**config.mk**
```make
export PLATFORM = sky130hd
export DESIGN_NAME = tile_partition_derivation_unit
export DESIGN_NICKNAME = d
export VERILOG_FILES = /design/src/rtl/tpd_pkg.sv /design/src/rtl/tpd_front.sv /design/src/rtl/tpd_queue.sv /design/src/rtl/tpd_back.sv /design/src/rtl/tile_partition_derivation_unit.sv
export SDC_FILE = /design/constraint.sdc
export NUM_CORES = 1
export LEC_CHECK = 0
export ABC_AREA = 1
export BUFFER_PORTS_ARGS = -buffer_cell sky130_fd_sc_hd__buf_2
export CORE_MARGIN = 5
export CORE_UTILIZATION = 66
export DETAILED_ROUTE_END_ITERATION = 16
export GPL_ROUTABILITY_DRIVEN = 0
export HOLD_SLACK_MARGIN = 0.06
export PLACE_DENSITY = 0.87
export SYNTH_ARGS = -nofsm -noshare
export SYNTH_HDL_FRONTEND = slang
export SYNTH_HIERARCHICAL = 1
export SYNTH_SLANG_ARGS = --single-unit
export TNS_END_PERCENT = 100
```
**constraint.sdc**
```tcl
create_clock -name clk -period 15.28 [get_ports clk]
set_input_delay 1.528 -clock clk [delete_from_list [all_inputs] [get_ports clk]]
set_output_delay 1.528 -clock clk [all_outputs]
set_load 0.02 [all_outputs]
```
**src/rtl/tpd_pkg.sv**
```systemverilog
// ----------------------------------------------------------------------------
// tpd_pkg
// shared constants and types of the tile partition derivation unit
// ----------------------------------------------------------------------------
package tpd_pkg;

  localparam int MAX_TILES = 32;
  // tile_index is five bits wide, so an axis never holds more than 32 tiles
  localparam int TILE_CAP  = (MAX_TILES < 32) ? MAX_TILES : 32;

  localparam logic [2:0]  CTU_LOG2_MIN = 3'd5;
  localparam logic [13:0] CONS_MAX     = 14'h3FFF;

  // register indexes on the configuration port
  localparam logic [1:0] REG_LOG2_CTU   = 2'd0;
  localparam logic [1:0] REG_PIC_WIDTH  = 2'd1;
  localparam logic [1:0] REG_PIC_HEIGHT = 2'd2;

  // one classified size word on its way from the front to the back
  typedef struct packed {
    logic       ax;
    logic [8:0] size;
    logic       fin;
    logic [8:0] ctus;
  } tpd_item_t;

endpackage

```
**src/rtl/tpd_front.sv**
```systemverilog
// ----------------------------------------------------------------------------
// tpd_front
// configuration registers and classification of incoming size words
// ----------------------------------------------------------------------------
module tpd_front import tpd_pkg::*; (
  input  logic        clk,
  input  logic        rst_n,
  input  logic        in_valid,
  output logic        in_stall,
  input  logic        in_axis,
  input  logic [7:0]  in_size_minus1,
  input  logic        in_last_explicit,
  input  logic        psel,
  input  logic        penable,
  input  logic        pwrite,
  input  logic [3:0]  paddr,
  input  logic [31:0] pwdata,
  output logic [31:0] prdata,
  output logic        pready,
  input  logic        q_full,
  output logic        q_push,
  output tpd_item_t   q_item
);

  logic [2:0]  log2_ctu_r;
  logic [12:0] pic_width_r;
  logic [12:0] pic_height_r;
  logic [1:0]  reg_idx;
  logic        wr_en;
  logic [2:0]  lg;
  logic [12:0] samples;
  logic [13:0] sum;
  logic [8:0]  ctus;

  assign reg_idx = paddr[3:2];
  assign wr_en   = psel && penable && pwrite;
  assign pready  = 1'b1;

  always_ff @(posedge clk) begin
    if (!rst_n) begin
      log2_ctu_r   <= 3'd5;
      pic_width_r  <= 13'd0;
      pic_height_r <= 13'd0;
    end else if (wr_en) begin
      unique case (reg_idx)
        REG_LOG2_CTU:   log2_ctu_r   <= pwdata[2:0];
        REG_PIC_WIDTH:  pic_width_r  <= pwdata[12:0];
        REG_PIC_HEIGHT: pic_height_r <= pwdata[12:0];
        default: ;
      endcase
    end
  end

  always_comb begin
    unique case (reg_idx)
      REG_LOG2_CTU:   prdata = {29'd0, log2_ctu_r};
      REG_PIC_WIDTH:  prdata = {19'd0, pic_width_r};
      REG_PIC_HEIGHT: prdata = {19'd0, pic_height_r};
      default:        prdata = 32'd0;
    endcase
  end

  // ceiling shift of the picture size by the ctu size
  assign lg      = (log2_ctu_r < CTU_LOG2_MIN) ? CTU_LOG2_MIN : log2_ctu_r;
  assign samples = in_axis ? pic_height_r : pic_width_r;

  always_comb begin
    unique case (lg)
      3'd6:    sum = {1'b0, samples} + 14'd63;
      3'd7:    sum = {1'b0, samples} + 14'd127;
      default: sum = {1'b0, samples} + 14'd31;
    endcase
    unique case (lg)
      3'd6:    ctus = {1'b0, sum[13:6]} & 9'h1FF;
      3'd7:    ctus = {2'b0, sum[13:7]} & 9'h1FF;
      default: ctus = sum[13:5];
    endcase
  end

  assign in_stall    = q_full;
  assign q_push      = in_valid && !q_full;
  assign q_item.ax   = in_axis;
  assign q_item.size = {1'b0, in_size_minus1} + 9'd1;
  assign q_item.fin  = in_last_explicit;
  assign q_item.ctus = ctus;

endmodule

```
**src/rtl/tpd_queue.sv**
```systemverilog
// ----------------------------------------------------------------------------
// tpd_queue
// two-entry queue between the front and the back
// ----------------------------------------------------------------------------
module tpd_queue import tpd_pkg::*; (
  input  logic      clk,
  input  logic      rst_n,
  input  logic      push,
  input  tpd_item_t push_item,
  input  logic      pop,
  output tpd_item_t head,
  output logic      empty,
  output logic      full
);

  tpd_item_t  mem_r [2];
  logic       wptr_r;
  logic       rptr_r;
  logic [1:0] cnt_r;

  assign empty = (cnt_r == 2'd0);
  assign full  = (cnt_r == 2'd2);
  assign head  = mem_r[rptr_r];

  always_ff @(posedge clk) begin
    if (push) mem_r[wptr_r] <= push_item;
  end

  always_ff @(posedge clk) begin
    if (!rst_n) begin
      wptr_r <= 1'b0;
      rptr_r <= 1'b0;
      cnt_r  <= 2'd0;
    end else begin
      if (push) wptr_r <= ~wptr_r;
      if (pop)  rptr_r <= ~rptr_r;
      unique case ({push, pop})
        2'b10:   cnt_r <= cnt_r + 2'd1;
        2'b01:   cnt_r <= cnt_r - 2'd1;
        default: cnt_r <= cnt_r;
      endcase
    end
  end

endmodule

```
**src/rtl/tpd_back.sv**
```systemverilog
// ----------------------------------------------------------------------------
// tpd_back
// per-axis tile state, implicit tile sequencer and result register
// ----------------------------------------------------------------------------
module tpd_back import tpd_pkg::*; (
  input  logic       clk,
  input  logic       rst_n,
  input  tpd_item_t  q_head,
  input  logic       q_empty,
  output logic       q_pop,
  output logic       out_valid,
  input  logic       out_stall,
  output logic       out_axis,
  output logic [4:0] out_tile_index,
  output logic [8:0] out_tile_size,
  output logic       out_is_implicit,
  output logic       out_axis_done,
  output logic [5:0] out_tile_count,
  output logic [8:0] out_ctu_count,
  output logic       out_overflow,
  output logic       out_last
);

  localparam logic [1:0] S_IDLE = 2'd0;
  localparam logic [1:0] S_DRY  = 2'd1;
  localparam logic [1:0] S_EXPL = 2'd2;
  localparam logic [1:0] S_IMPL = 2'd3;
  localparam logic [5:0] CAP    = 6'(TILE_CAP);

  logic [1:0]  st_r, st_nxt;
  logic [13:0] consumed_r [2];
  logic [5:0]  tiles_r    [2];
  logic        ovf_seen_r [2];

  logic        cur_ax_r;
  logic [8:0]  cur_size_r;
  logic        cur_fin_r;
  logic [8:0]  cur_ctus_r;
  logic        keep_r;
  logic        impl_en_r;
  logic        ovf_r;
  logic [4:0]  idx_r;
  logic [13:0] d_cons_r;
  logic [5:0]  d_tiles_r;
  logic [8:0]  d_prev_r;
  logic [8:0]  prev_r;

  logic        out_valid_r;
  logic        out_free;
  logic        emit;
  logic        more;

  // pop side
  logic        h_ax;
  logic [13:0] cb;
  logic [5:0]  tb;
  logic        ob;
  logic        keep;
  logic [14:0] cons_sum;
  logic [13:0] cons_sat;

  // implicit step
  logic [13:0] cur_cons;
  logic [5:0]  cur_tiles;
  logic [8:0]  rem;
  logic [8:0]  t_sz;
  logic [13:0] cons_new;
  logic [5:0]  tiles_new;

  // dry run step
  logic [8:0]  d_rem;
  logic [8:0]  d_t;

  assign h_ax     = q_head.ax;
  assign cb       = consumed_r[h_ax];
  assign tb       = tiles_r[h_ax];
  assign ob       = ovf_seen_r[h_ax];
  assign keep     = tb < CAP;
  assign cons_sum = {1'b0, cb} + {6'd0, q_head.size};
  assign cons_sat = cons_sum[14] ? CONS_MAX : cons_sum[13:0];

  assign q_pop    = (st_r == S_IDLE) && !q_empty;
  assign out_free = !out_valid_r || !out_stall;

  assign cur_cons  = consumed_r[cur_ax_r];
  assign cur_tiles = tiles_r[cur_ax_r];
  assign rem       = cur_ctus_r - cur_cons[8:0];
  assign t_sz      = (rem < prev_r) ? rem : prev_r;
  assign cons_new  = cur_cons + {5'd0, t_sz};
  assign tiles_new = cur_tiles + 6'd1;

  assign d_rem = cur_ctus_r - d_cons_r[8:0];
  assign d_t   = (d_rem < d_prev_r) ? d_rem : d_prev_r;

  always_comb begin
    emit = 1'b0;
    more = 1'b0;
    st_nxt = st_r;
    unique case (st_r)
      S_IDLE: begin
        if (!q_empty) begin
          priority if (q_head.fin && !ob && keep) st_nxt = S_DRY;
          else if (keep || q_head.fin)            st_nxt = S_EXPL;
          else                                    st_nxt = S_IDLE;
        end
      end
      S_DRY: begin
        if (!(({5'd0, cur_ctus_r} > d_cons_r) && (d_tiles_r < CAP))) st_nxt = S_EXPL;
      end
      S_EXPL: begin
        more = keep_r && impl_en_r && ({5'd0, cur_ctus_r} > cur_cons) && (cur_tiles < CAP);
        if (out_free) begin
          emit   = 1'b1;
          st_nxt = more ? S_IMPL : S_IDLE;
        end
      end
      S_IMPL: begin
        more = ({5'd0, cur_ctus_r} > cons_new) && (tiles_new < CAP);
        if (out_free) begin
          emit   = 1'b1;
          st_nxt = more ? S_IMPL : S_IDLE;
        end
      end
      default: st_nxt = S_IDLE;
    endcase
  end

  // control and per-axis state
  always_ff @(posedge clk) begin
    if (!rst_n) begin
      st_r          <= S_IDLE;
      out_valid_r   <= 1'b0;
      consumed_r[0] <= 14'd0;
      consumed_r[1] <= 14'd0;
      tiles_r[0]    <= 6'd0;
      tiles_r[1]    <= 6'd0;
      ovf_seen_r[0] <= 1'b0;
      ovf_seen_r[1] <= 1'b0;
    end else begin
      st_r <= st_nxt;
      if (emit)          out_valid_r <= 1'b1;
      else if (!out_stall) out_valid_r <= 1'b0;

      if (q_pop) begin
        consumed_r[h_ax] <= cons_sat;
        tiles_r[h_ax]    <= keep ? tb + 6'd1 : tb;
        ovf_seen_r[h_ax] <= ob | !keep;
      end
      // an axis is cleared once its final word has gone out
      if (emit && !more && cur_fin_r) begin
        consumed_r[cur_ax_r] <= 14'd0;
        tiles_r[cur_ax_r]    <= 6'd0;
        ovf_seen_r[cur_ax_r] <= 1'b0;
      end else if (emit && (st_r == S_IMPL)) begin
        consumed_r[cur_ax_r] <= cons_new;
        tiles_r[cur_ax_r]    <= tiles_new;
      end
    end
  end

  // working registers of the current item
  always_ff @(posedge clk) begin
    if (q_pop) begin
      cur_ax_r   <= h_ax;
      cur_size_r <= q_head.size;
      cur_fin_r  <= q_head.fin;
      cur_ctus_r <= q_head.ctus;
      keep_r     <= keep;
      impl_en_r  <= q_head.fin && !ob;
      ovf_r      <= ob | !keep;
      idx_r      <= tb[4:0];
      d_cons_r   <= cons_sat;
      d_tiles_r  <= keep ? tb + 6'd1 : tb;
      d_prev_r   <= q_head.size;
    end
    if (st_r == S_DRY) begin
      if ({5'd0, cur_ctus_r} > d_cons_r) begin
        if (d_tiles_r < CAP) begin
          d_cons_r  <= d_cons_r + {5'd0, d_t};
          d_tiles_r <= d_tiles_r + 6'd1;
          d_prev_r  <= d_t;
        end else begin
          ovf_r <= 1'b1;
        end
      end
    end
    if (st_r == S_EXPL) prev_r <= cur_size_r;
    if (emit && (st_r == S_IMPL)) prev_r <= t_sz;
  end

  // result register
  always_ff @(posedge clk) begin
    if (emit) begin
      out_axis      <= cur_ax_r;
      out_ctu_count <= cur_ctus_r;
      out_overflow  <= ovf_r;
      out_last      <= !more;
      out_axis_done <= !more && cur_fin_r;
      out_tile_count <= (!more && cur_fin_r) ? d_tiles_r : 6'd0;
      if (st_r == S_IMPL) begin
        out_tile_index  <= cur_tiles[4:0];
        out_tile_size   <= t_sz;
        out_is_implicit <= 1'b1;
      end else if (keep_r) begin
        out_tile_index  <= idx_r;
        out_tile_size   <= cur_size_r;
        out_is_implicit <= 1'b0;
      end else begin
        out_tile_index  <= 5'd0;
        out_tile_size   <= 9'd0;
        out_is_implicit <= 1'b0;
      end
    end
  end

  assign out_valid = out_valid_r;

endmodule

```
**src/rtl/tile_partition_derivation_unit.sv**
```systemverilog
// ----------------------------------------------------------------------------
// tile_partition_derivation_unit
// derives tile column widths and row heights from coded sizes
// ----------------------------------------------------------------------------
//
//  channel   direction  handshake                 payload
//  in        input      in_valid / in_stall       in_axis, in_size_minus1, in_last_explicit
//  out       output     out_valid / out_stall     out_axis .. out_last, one word per kept tile or status
//  cfg       input      psel/penable/pwrite/pready  paddr[3:2] selects register
//
//  the front takes a word every cycle into a two-entry queue while the queue is not full
//  a coded size that is not the last of its axis passes the idle and explicit states of the back,
//  and one dropped beyond the tile capacity is popped in idle with no result word
//  a last size that fits takes a dry run for the tile count and the overflow flag that
//  every word carries, then the coded tile and one implicit tile a cycle unless stalled
//  synchronous active-low reset clears the per-axis state and queue, no clearing pass
//  output stall on a valid word holds the result register and the explicit and implicit states
//
module tile_partition_derivation_unit import tpd_pkg::*; (
  input  logic        clk,
  input  logic        rst_n,
  // input word
  input  logic        in_valid,
  output logic        in_stall,
  input  logic        in_axis,
  input  logic [7:0]  in_size_minus1,
  input  logic        in_last_explicit,
  // result word
  output logic        out_valid,
  input  logic        out_stall,
  output logic        out_axis,
  output logic [4:0]  out_tile_index,
  output logic [8:0]  out_tile_size,
  output logic        out_is_implicit,
  output logic        out_axis_done,
  output logic [5:0]  out_tile_count,
  output logic [8:0]  out_ctu_count,
  output logic        out_overflow,
  output logic        out_last,
  // configuration
  input  logic        psel,
  input  logic        penable,
  input  logic        pwrite,
  input  logic [3:0]  paddr,
  input  logic [31:0] pwdata,
  output logic [31:0] prdata,
  output logic        pready
);

  // queue hand-over
  tpd_item_t push_item;
  tpd_item_t head;
  logic      q_push;
  logic      q_pop;
  logic      q_empty;
  logic      q_full;

  // front: config registers and ctu count per word
  tpd_front u_front (
    .clk              (clk),
    .rst_n            (rst_n),
    .in_valid         (in_valid),
    .in_stall         (in_stall),
    .in_axis          (in_axis),
    .in_size_minus1   (in_size_minus1),
    .in_last_explicit (in_last_explicit),
    .psel             (psel),
    .penable          (penable),
    .pwrite           (pwrite),
    .paddr            (paddr),
    .pwdata           (pwdata),
    .prdata           (prdata),
    .pready           (pready),
    .q_full           (q_full),
    .q_push           (q_push),
    .q_item           (push_item)
  );

  // decoupling queue
  tpd_queue u_queue (
    .clk       (clk),
    .rst_n     (rst_n),
    .push      (q_push),
    .push_item (push_item),
    .pop       (q_pop),
    .head      (head),
    .empty     (q_empty),
    .full      (q_full)
  );

  // back: tile state, implicit tiles, result register
  tpd_back u_back (
    .clk             (clk),
    .rst_n           (rst_n),
    .q_head          (head),
    .q_empty         (q_empty),
    .q_pop           (q_pop),
    .out_valid       (out_valid),
    .out_stall       (out_stall),
    .out_axis        (out_axis),
    .out_tile_index  (out_tile_index),
    .out_tile_size   (out_tile_size),
    .out_is_implicit (out_is_implicit),
    .out_axis_done   (out_axis_done),
    .out_tile_count  (out_tile_count),
    .out_ctu_count   (out_ctu_count),
    .out_overflow    (out_overflow),
    .out_last        (out_last)
  );

endmodule

```
==> impl_table.tex, run 1 <==
\begin{tabular}{lr}
\hline
Metric & Value \\
\hline
\multicolumn{2}{l}{\textbf{STA}} \\
Setup-violating endpoint count in the final report & 0 \\
Unrepaired setup endpoints after global routing & no \\
Number of hold violations in the final report & 0 \\
Setup\_tns & 0 ps \\
Slew at the pin with the worst max-slew slack & $\sim$1200 ps \\
Highest attainable clock frequency & 0.106 GHz \\
Final Max Slew Viols & 0 \\
Fraction of the cycle the final worst path needs & 0.620 \\
Time the final worst path needs with I/O delays and setup & approximately 9500 ps \\
Skew final & $\sim$14 ps \\
Headroom to the max-slew limit & 0.197 \\
\multicolumn{2}{l}{\textbf{Route}} \\
Met1 Routed Length & roughly 13,000 microns \\
Detailed-routed wire length on met3 & between 3000 and 4000 microns \\
Number of vias per cell & around 6 \\
First-iteration detailed-routing DRC count & roughly 950 \\
Routed Antenna Nets & 0 \\
First drt pass iteration count & 6 \\
Routed vias & $\sim$12k \\
Detail Route met2 WL & around 17,000 microns \\
Number of remaining DRC errors & 0 \\
Post-Route WL & about 36,000 microns \\
Routed wire per std cell & around 17 microns \\
Top routing layer in use & met4 \\
\multicolumn{2}{l}{\textbf{CTS}} \\
TritonCTS clock tree & done \\
Total setup buffers inserted after CTS & 0 \\
Max clock buf depth & 3 \\
Clock-pin slew of the registers on the worst-case setup and hold paths & about 70 ps \\
Clock Root Buffer & sky130\_fd\_sc\_hd\_\_clkbuf\_16 \\
CTS sink cnt & between 200 and 250 \\
Clk Latency, worst-skew pair & 520 ps \\
TritonCTS buffer count & 24 \\
Hold bufs inserted after CTS & 0 \\
Total number of H-tree levels & 1 \\
\# resized after CTS & 0 \\
\multicolumn{2}{l}{\textbf{GRT}} \\
Total global-route track usage & 0.289 \\
Maximum number of pins on one net before global-route repair & 66 \\
Initial antenna violation count & 0 \\
Overall overflow remaining after global route & 0 \\
Vias in the first global route & $\sim$12k \\
First-pass GRT wire length & 57,100 microns \\
\multicolumn{2}{l}{\textbf{Floorplanning}} \\
Area enclosed by the die boundary & roughly 24,000 sq um \\
Die Span X & $\sim$160 microns \\
Num rows & 53 \\
Boundary Pins & about 120 \\
Initial core utilization & 0.672 \\
Core region area & 21,000 sq um \\
Die Span Y & 156 microns \\
\multicolumn{2}{l}{\textbf{Worst setup path}} \\
Crit path arrival time & roughly 9600 ps \\
Critical path startpoint category & flip-flop \\
Critical path's most frequent cell & sky130\_fd\_sc\_hd\_\_nand2\_1 \\
Cell class contributing the biggest share of worst-path delay & simple AND/OR/NAND/NOR gates \\
Crit Path Category & reg -> reg \\
Worst path slowest cell & sky130\_fd\_sc\_hd\_\_nand2\_1 \\
Slowest cell delay on critical path & between 900 and 1000 ps \\
Nature of the critical path endpoint & flip-flop \\
Buffers plus inverters on the worst setup path & 7 \\
Data required time at the worst endpoint & around 15,000 ps \\
Maximum fanout along the worst path & 28 \\
\multicolumn{2}{l}{\textbf{Yosys}} \\
Number of flops mapped to enable cells by yosys & 150 \\
Post-synth top flop & sky130\_fd\_sc\_hd\_\_edfxtp\_1 \\
Number of warnings reported in the yosys synthesis log & 6 \\
Post-synthesis sequential area ratio & 0.418 \\
Count of different cell masters after synthesis & between 50 and 60 \\
Post-synth top area cell & sky130\_fd\_sc\_hd\_\_edfxtp\_1 \\
Commonest cells in the synthesized netlist & sky130\_fd\_sc\_hd\_\_nand2\_1, sky130\_fd\_sc\_hd\_\_inv\_1, sky130\_fd\_sc\_hd\_\_nor2\_1 \\
Most used standard cell by instance count after synthesis & sky130\_fd\_sc\_hd\_\_nand2\_1 \\
Synthesized area & between 10,000 and 15,000 sq um \\
Synthesized flop and latch total & 220 \\
Number of standard cells after synthesis & around 1.7k \\
Ys async rst share & 0 \\
Average cell area after synthesis & approximately 8 sq um \\
Area contributors post-synth & sky130\_fd\_sc\_hd\_\_edfxtp\_1, sky130\_fd\_sc\_hd\_\_nand2\_1, sky130\_fd\_sc\_hd\_\_dfxtp\_1, sky130\_fd\_sc\_hd\_\_ha\_1, sky130\_fd\_sc\_hd\_\_inv\_1 \\
Share of the synthesized area in the top cell type & 0.319 \\
\multicolumn{2}{l}{\textbf{Run}} \\
Number of maximum-capacitance constraint violations & 0 \\
\multicolumn{2}{l}{\textbf{Finish}} \\
Count of inserted antenna diode cells & 0 \\
Synthesis-to-finish area growth & 8.48\% \\
Filler cells & 1,586 \\
Share of cells above drive strength 1 & 0.127 \\
\# nets final & between 1.5k and 2k \\
\multicolumn{2}{l}{\textbf{Min path}} \\
Worst hold path class & reg -> reg \\
\multicolumn{2}{l}{\textbf{Placement}} \\
Buffers on Ports & 80 \\
Half-perimeter wire length of the detailed placement result & roughly 26,000 microns \\
\multicolumn{2}{l}{\textbf{Status}} \\
Outcome & completed \\
\hline
\end{tabular}
-- worst register-to-register path: cells and delay by family (launching register included) --
family	cells	cell delay [ps]
simple gates	18	3410
buf+inv	7	760
flops	1	310
compound gates	6	2520
xor+xnor	1	210
fa+ha+maj	6	1880
-- state kept, by name, indices dropped and copies added, names as in the netlist, 12 cells and up, named ones only --
name                  count
u_back/consumed_r        28
u_back/d_cons_r          14
u_front/pic_height_r     13
u_front/pic_width_r      13
u_queue/mem_r            40
u_back/tiles_r           12
-- cells by family (layout without fill, tap and decap cells) --
| kind of cell | after synthesis | count (layout) | synth area share |
|---|---|---|---|
| AOI/OAI and AO/OA | 271 | 271 | 0.106 |
| xor gates and xnor gates | 51 | 51 | 0.0316 |
| adders and majority gates | 87 | 87 | 0.0797 |
| buffers and inverters | 307 | 371 | 0.0976 |
| DFF | 220 | 220 | 0.418 |
| muxes | 21 | 21 | 0.0220 |
| other | 2 | 20 | 0.000532 |
| and+or+nand+nor | 776 | 776 | 0.245 |
-- per-layer routing --
layer / vias up / GRT usage
li1: 5824 / -
met1: 5591 / 0.355
met2: 672 / 0.493
met3: 133 / 0.0467
met4: 0 / 0.143
met5: - / 0
-- layout by cell type (no fill, tap or decap), types with 19 or more instances in the layout --
master                        n
sky130_fd_sc_hd__a21oi_1     75
sky130_fd_sc_hd__buf_2       80
sky130_fd_sc_hd__clkbuf_16   25
sky130_fd_sc_hd__conb_1      20
sky130_fd_sc_hd__dfxtp_1     70
sky130_fd_sc_hd__edfxtp_1   150
sky130_fd_sc_hd__ha_1        82
sky130_fd_sc_hd__inv_1      225
sky130_fd_sc_hd__mux2_4      20
sky130_fd_sc_hd__nand2_1    394
sky130_fd_sc_hd__nand2_2     19
sky130_fd_sc_hd__nand3_1    113
sky130_fd_sc_hd__nor2_1     162
sky130_fd_sc_hd__o21ai_0    136
sky130_fd_sc_hd__xor2_1      36
-- worst paths after layout --
kind | cells after the start | slack (ps) | to | start
max | 38 | 5810 | u_back/consumed_r[1][6]$_SDFFCE_PN0P_ | flip-flop
min | 0 | 420 | u_back/out_overflow$_DFFE_PP_ | u_back/ovf_r$_DFF_P_
max reg2reg | 38 | 5810 | u_back/consumed_r[1][6]$_SDFFCE_PN0P_ | flip-flop
min reg2reg | 0 | 420 | u_back/out_overflow$_DFFE_PP_ | u_back/ovf_r$_DFF_P_
-- through the flow --
step	hold WS [ps]	setup WS, ps	cell area [sq um]	std cells	utilization
floorplan	409	8140	14200	1753	-
global placement	414	6280	14500	2049	0.691
detailed placement	414	5960	14500	2049	0.691
CTS	420	5920	15300	2092	0.729
global route	441	5140	15300	2092	0.729
finish	422	5810	15300	2092	0.729
-- layout make-up --
class                   instances  area (sq um)  area share
multi-input cells            1226          6910       0.451
flip-flops and latches        220          5910       0.385
inverters                     241           905      0.0590
clock buffers                  29           651      0.0425
repair buffers                 87           453      0.0296
well taps                     275           344      0.0225
clock inverters                14           149     0.00972
Power of run 1 is left out: the tool's default activity adds up to more than one toggle a clock period on the data nets, which glitch-free logic cannot reach.
==> run 2, diff against run 1 <==
--- a/config.mk
+++ b/config.mk
@@ -8,11 +8,11 @@
 export ABC_AREA = 1
 export BUFFER_PORTS_ARGS = -buffer_cell sky130_fd_sc_hd__buf_2
 export CORE_MARGIN = 5
-export CORE_UTILIZATION = 66
+export CORE_UTILIZATION = 61
 export DETAILED_ROUTE_END_ITERATION = 16
 export GPL_ROUTABILITY_DRIVEN = 0
 export HOLD_SLACK_MARGIN = 0.06
-export PLACE_DENSITY = 0.87
+export PLACE_DENSITY = 0.81
 export SYNTH_ARGS = -nofsm -noshare
 export SYNTH_HDL_FRONTEND = slang
 export SYNTH_HIERARCHICAL = 1
==> constraint.sdc (replaced) <==
create_clock -name clk -period 9.2 [get_ports clk]
set_input_delay 0.92 -clock clk [delete_from_list [all_inputs] [get_ports clk]]
set_output_delay 0.92 -clock clk [all_outputs]
set_load 0.02 [all_outputs]
==> run 2 against run 1 <==
  * First-iteration DRC count grew 12%
  * Flip-flop and latch count stayed put
  * Register-to-register slack worse by 5000 ps
  * Count of clock-buffer cells in the layout up 6
  * Core utilization is 4.8 points lower
  * Final cell count up 0.76%
  * Routed wire length fell by 0.64%
  * Critical path depth up 4
  * Critical endpoint is now u_back/consumed_r[0][3]$_SDFFCE_PN0P_
  * Non-clock buffer count rose by 5
  * Via count fell by 1.4%
  * Sequential share of layout area is 0.35 points lower
==> impl_table.tex, run 2 (synthesis results as in run 1) <==
\begin{tabular}{lr}
\hline
Metric & Value \\
\hline
\multicolumn{2}{l}{\textbf{GRT}} \\
Maximum number of pins on one net before global-route repair & 67 (+1.5\%) \\
Initial antenna violation count & 0 (unchanged) \\
Overall overflow remaining after global route & 0 (unchanged) \\
Total global-route track usage & 0.268 (-0.0206) \\
Vias in the first global route & 11.6k (-1.3\%) \\
First-pass GRT wire length & 57,100 microns (about the same) \\
\multicolumn{2}{l}{\textbf{Route}} \\
Post-Route WL & 35,600 microns (-0.64\%) \\
Number of remaining DRC errors & 0 (unchanged) \\
Routed vias & 12.0k (-1.4\%) \\
Number of vias per cell & 5.71 (-2.2\%) \\
Routed Antenna Nets & 0 (unchanged) \\
First drt pass iteration count & 7 (+1) \\
Routed wire per std cell & 16.9 microns (-1.4\%) \\
First-iteration detailed-routing DRC count & 1,070 (+12\%) \\
\multicolumn{2}{l}{\textbf{Finish}} \\
Synthesis-to-finish area growth & 9.47\% \\
Count of inserted antenna diode cells & 0 (unchanged) \\
Share of cells above drive strength 1 & 0.133 (+0.00671) \\
Register with the most flip-flops & u\_queue/mem\_r \\
Number of flip-flops under the largest register name & 40 (unchanged) \\
Most frequent cells in the layout & sky130\_fd\_sc\_hd\_\_nand2\_1, sky130\_fd\_sc\_hd\_\_inv\_1, sky130\_fd\_sc\_hd\_\_nor2\_1 \\
\# nets final & 1,945 (+0.26\%) \\
Regs by FF count & u\_queue/mem\_r (40), u\_back/consumed\_r (28), u\_back/d\_cons\_r (14) \\
Leading cell type in the layout, fill and taps excluded & sky130\_fd\_sc\_hd\_\_nand2\_1 \\
\multicolumn{2}{l}{\textbf{Worst setup path}} \\
Data required time at the worst endpoint & 9390 ps (-6020 ps) \\
Critical path's most frequent cell & sky130\_fd\_sc\_hd\_\_nand2\_1 \\
Capturing element of the worst setup path & u\_back/consumed\_r[0][3]\$\_SDFFCE\_PN0P\_ \\
Slowest cell delay on critical path & 550 ps (-440 ps) \\
Maximum fanout along the worst path & 28 (unchanged) \\
Worst R2R Setup Slack & 850 ps (-4960 ps) \\
Endpoint of the lowest-slack register-to-register path & u\_back/consumed\_r[0][3]\$\_SDFFCE\_PN0P\_ \\
Reg2Reg Depth & 42 (+11\%) \\
Crit path arrival time & 8530 ps (-1070 ps) \\
Nature of the critical path endpoint & flip-flop \\
Critical path startpoint category & flip-flop \\
Worst path slowest cell & sky130\_fd\_sc\_hd\_\_dfxtp\_1 \\
Crit Path Category & reg -> reg \\
\multicolumn{2}{l}{\textbf{STA}} \\
Fraction of the cycle the final worst path needs & 0.907 (+0.288) \\
Highest attainable clock frequency & 0.120 GHz (+13\%) \\
Setup\_tns & 0 ps (unchanged) \\
Final Max Slew Viols & 0 (unchanged) \\
Setup-violating endpoint count in the final report & 0 (unchanged) \\
Skew final & 19.4 ps (+5.44 ps) \\
Number of hold violations in the final report & 0 (unchanged) \\
Headroom to the max-slew limit & 0.226 (+0.0288) \\
Unrepaired setup endpoints after global routing & no \\
Slew at the pin with the worst max-slew slack & 1160 ps (-44.8 ps) \\
Time the final worst path needs with I/O delays and setup & 8350 ps (-1120 ps) \\
\multicolumn{2}{l}{\textbf{Floorplanning}} \\
Die Span Y & 162 microns (+3.8\%) \\
Die Span X & 162 microns (+3.8\%) \\
Area enclosed by the die boundary & 26,300 sq um (+7.7\%) \\
Boundary Pins & 122 (unchanged) \\
Core region area & 22,700 sq um (+8.0\%) \\
Num rows & 55 (+3.8\%) \\
Initial core utilization & 0.622 (-0.0499) \\
\multicolumn{2}{l}{\textbf{CTS}} \\
CTS sink cnt & 220 (unchanged) \\
Max clock buf depth & 3 (unchanged) \\
Hold bufs inserted after CTS & 0 (unchanged) \\
TritonCTS clock tree & done \\
Clock-pin slew of the registers on the worst-case setup and hold paths & 60 ps (about the same) \\
Clk Latency, worst-skew pair & 530 ps (about the same) \\
Clock Root Buffer & sky130\_fd\_sc\_hd\_\_clkbuf\_16 \\
Total number of H-tree levels & 1 (unchanged) \\
TritonCTS buffer count & 24 (unchanged) \\
\multicolumn{2}{l}{\textbf{Status}} \\
Outcome & completed \\
\multicolumn{2}{l}{\textbf{Run}} \\
Number of maximum-capacitance constraint violations & 0 (unchanged) \\
\multicolumn{2}{l}{\textbf{Placement}} \\
Half-perimeter wire length of the detailed placement result & 26,000 microns (+0.12\%) \\
Buffers on Ports & 80 (unchanged) \\
\multicolumn{2}{l}{\textbf{Min path}} \\
Worst hold path class & reg -> reg \\
\hline
\end{tabular}
-- run 2: changes by cell type in the layout (fill, tap and decap cells not counted), sizes merged --
cell / before / now
clkbuf: 29 / 35
clkinv: 13 / 7
buf: 87 / 92
bufinv: 3 / 2
clkinvlp: 0 / 1
inv: 239 / 240
-- run 2: what timing repair did --
| item | in CTS | in global routing |
|---|---|---|
| setup endpoints to repair | 0 | 59 |
| endpoints found under the hold margin | 0 | 0 |
| setup buffers | 0 | 0 |
| gates resized for setup | 0 | 1 |
-- run 2: cell type report --
type	instances	area, sq um
clock buffers	35	779
clock inverters	9	104
fillers	1820	7250
inverters	241	905
multi-input cells	1226	6920
flip-flops and latches	220	5910
well taps	285	357
repair buffers	92	490
-- run 2: how the worst min path moves through the flow --
stage	start	to	slack, ps	cells after the start
global placement	u_front/pic_height_r[7]$_SDFFE_PN0P_	u_front/pic_height_r[7]$_SDFFE_PN0P_	460	2
finish	u_front/pic_width_r[6]$_SDFFE_PN0P_	u_front/pic_width_r[6]$_SDFFE_PN0P_	470	2
floorplan	u_back/ovf_r$_DFF_P_	u_back/out_overflow$_DFFE_PP_	410	0
global route	u_front/pic_width_r[7]$_SDFFE_PN0P_	u_front/pic_width_r[7]$_SDFFE_PN0P_	490	2
CTS	u_front/pic_width_r[7]$_SDFFE_PN0P_	u_front/pic_width_r[7]$_SDFFE_PN0P_	470	2
detailed placement	u_front/pic_width_r[7]$_SDFFE_PN0P_	u_front/pic_width_r[7]$_SDFFE_PN0P_	470	2
-- run 2: stage by stage --
step	std cells	hold WS, ps	area (sq um)	util	setup WS, ps
after detailed placement	2064	465	14600	0.642	741
after global placement	2064	456	14600	0.642	938
after CTS	2108	475	15500	0.680	706
final	2108	472	15500	0.681	853
after global routing	2108	489	15500	0.681	216
after floorplan	1753	409	14200	-	2060
-- run 2: metal layers --
layer | vias up | track usage | part of all wire
met5 | - | 0 | 0
met3 | 99 | 0.0454 | 0.084
met4 | 0 | 0.126 | 0.043
li1 | 5832 | - | -
met1 | 5587 | 0.329 | 0.39
met2 | 528 | 0.462 | 0.48
-- run 2: critical path, delay by kind of cell, from the launching register on --
kind                       cells  cell delay [ps]
and+or+nand+nor               22             2740
AOI/OAI and AO/OA              7             1930
adders and majority gates      5             1410
buffers and inverters          7             1080
DFF                            1              550
xor gates and xnor gates       1              220
Power of run 2 is left out for the same reason.
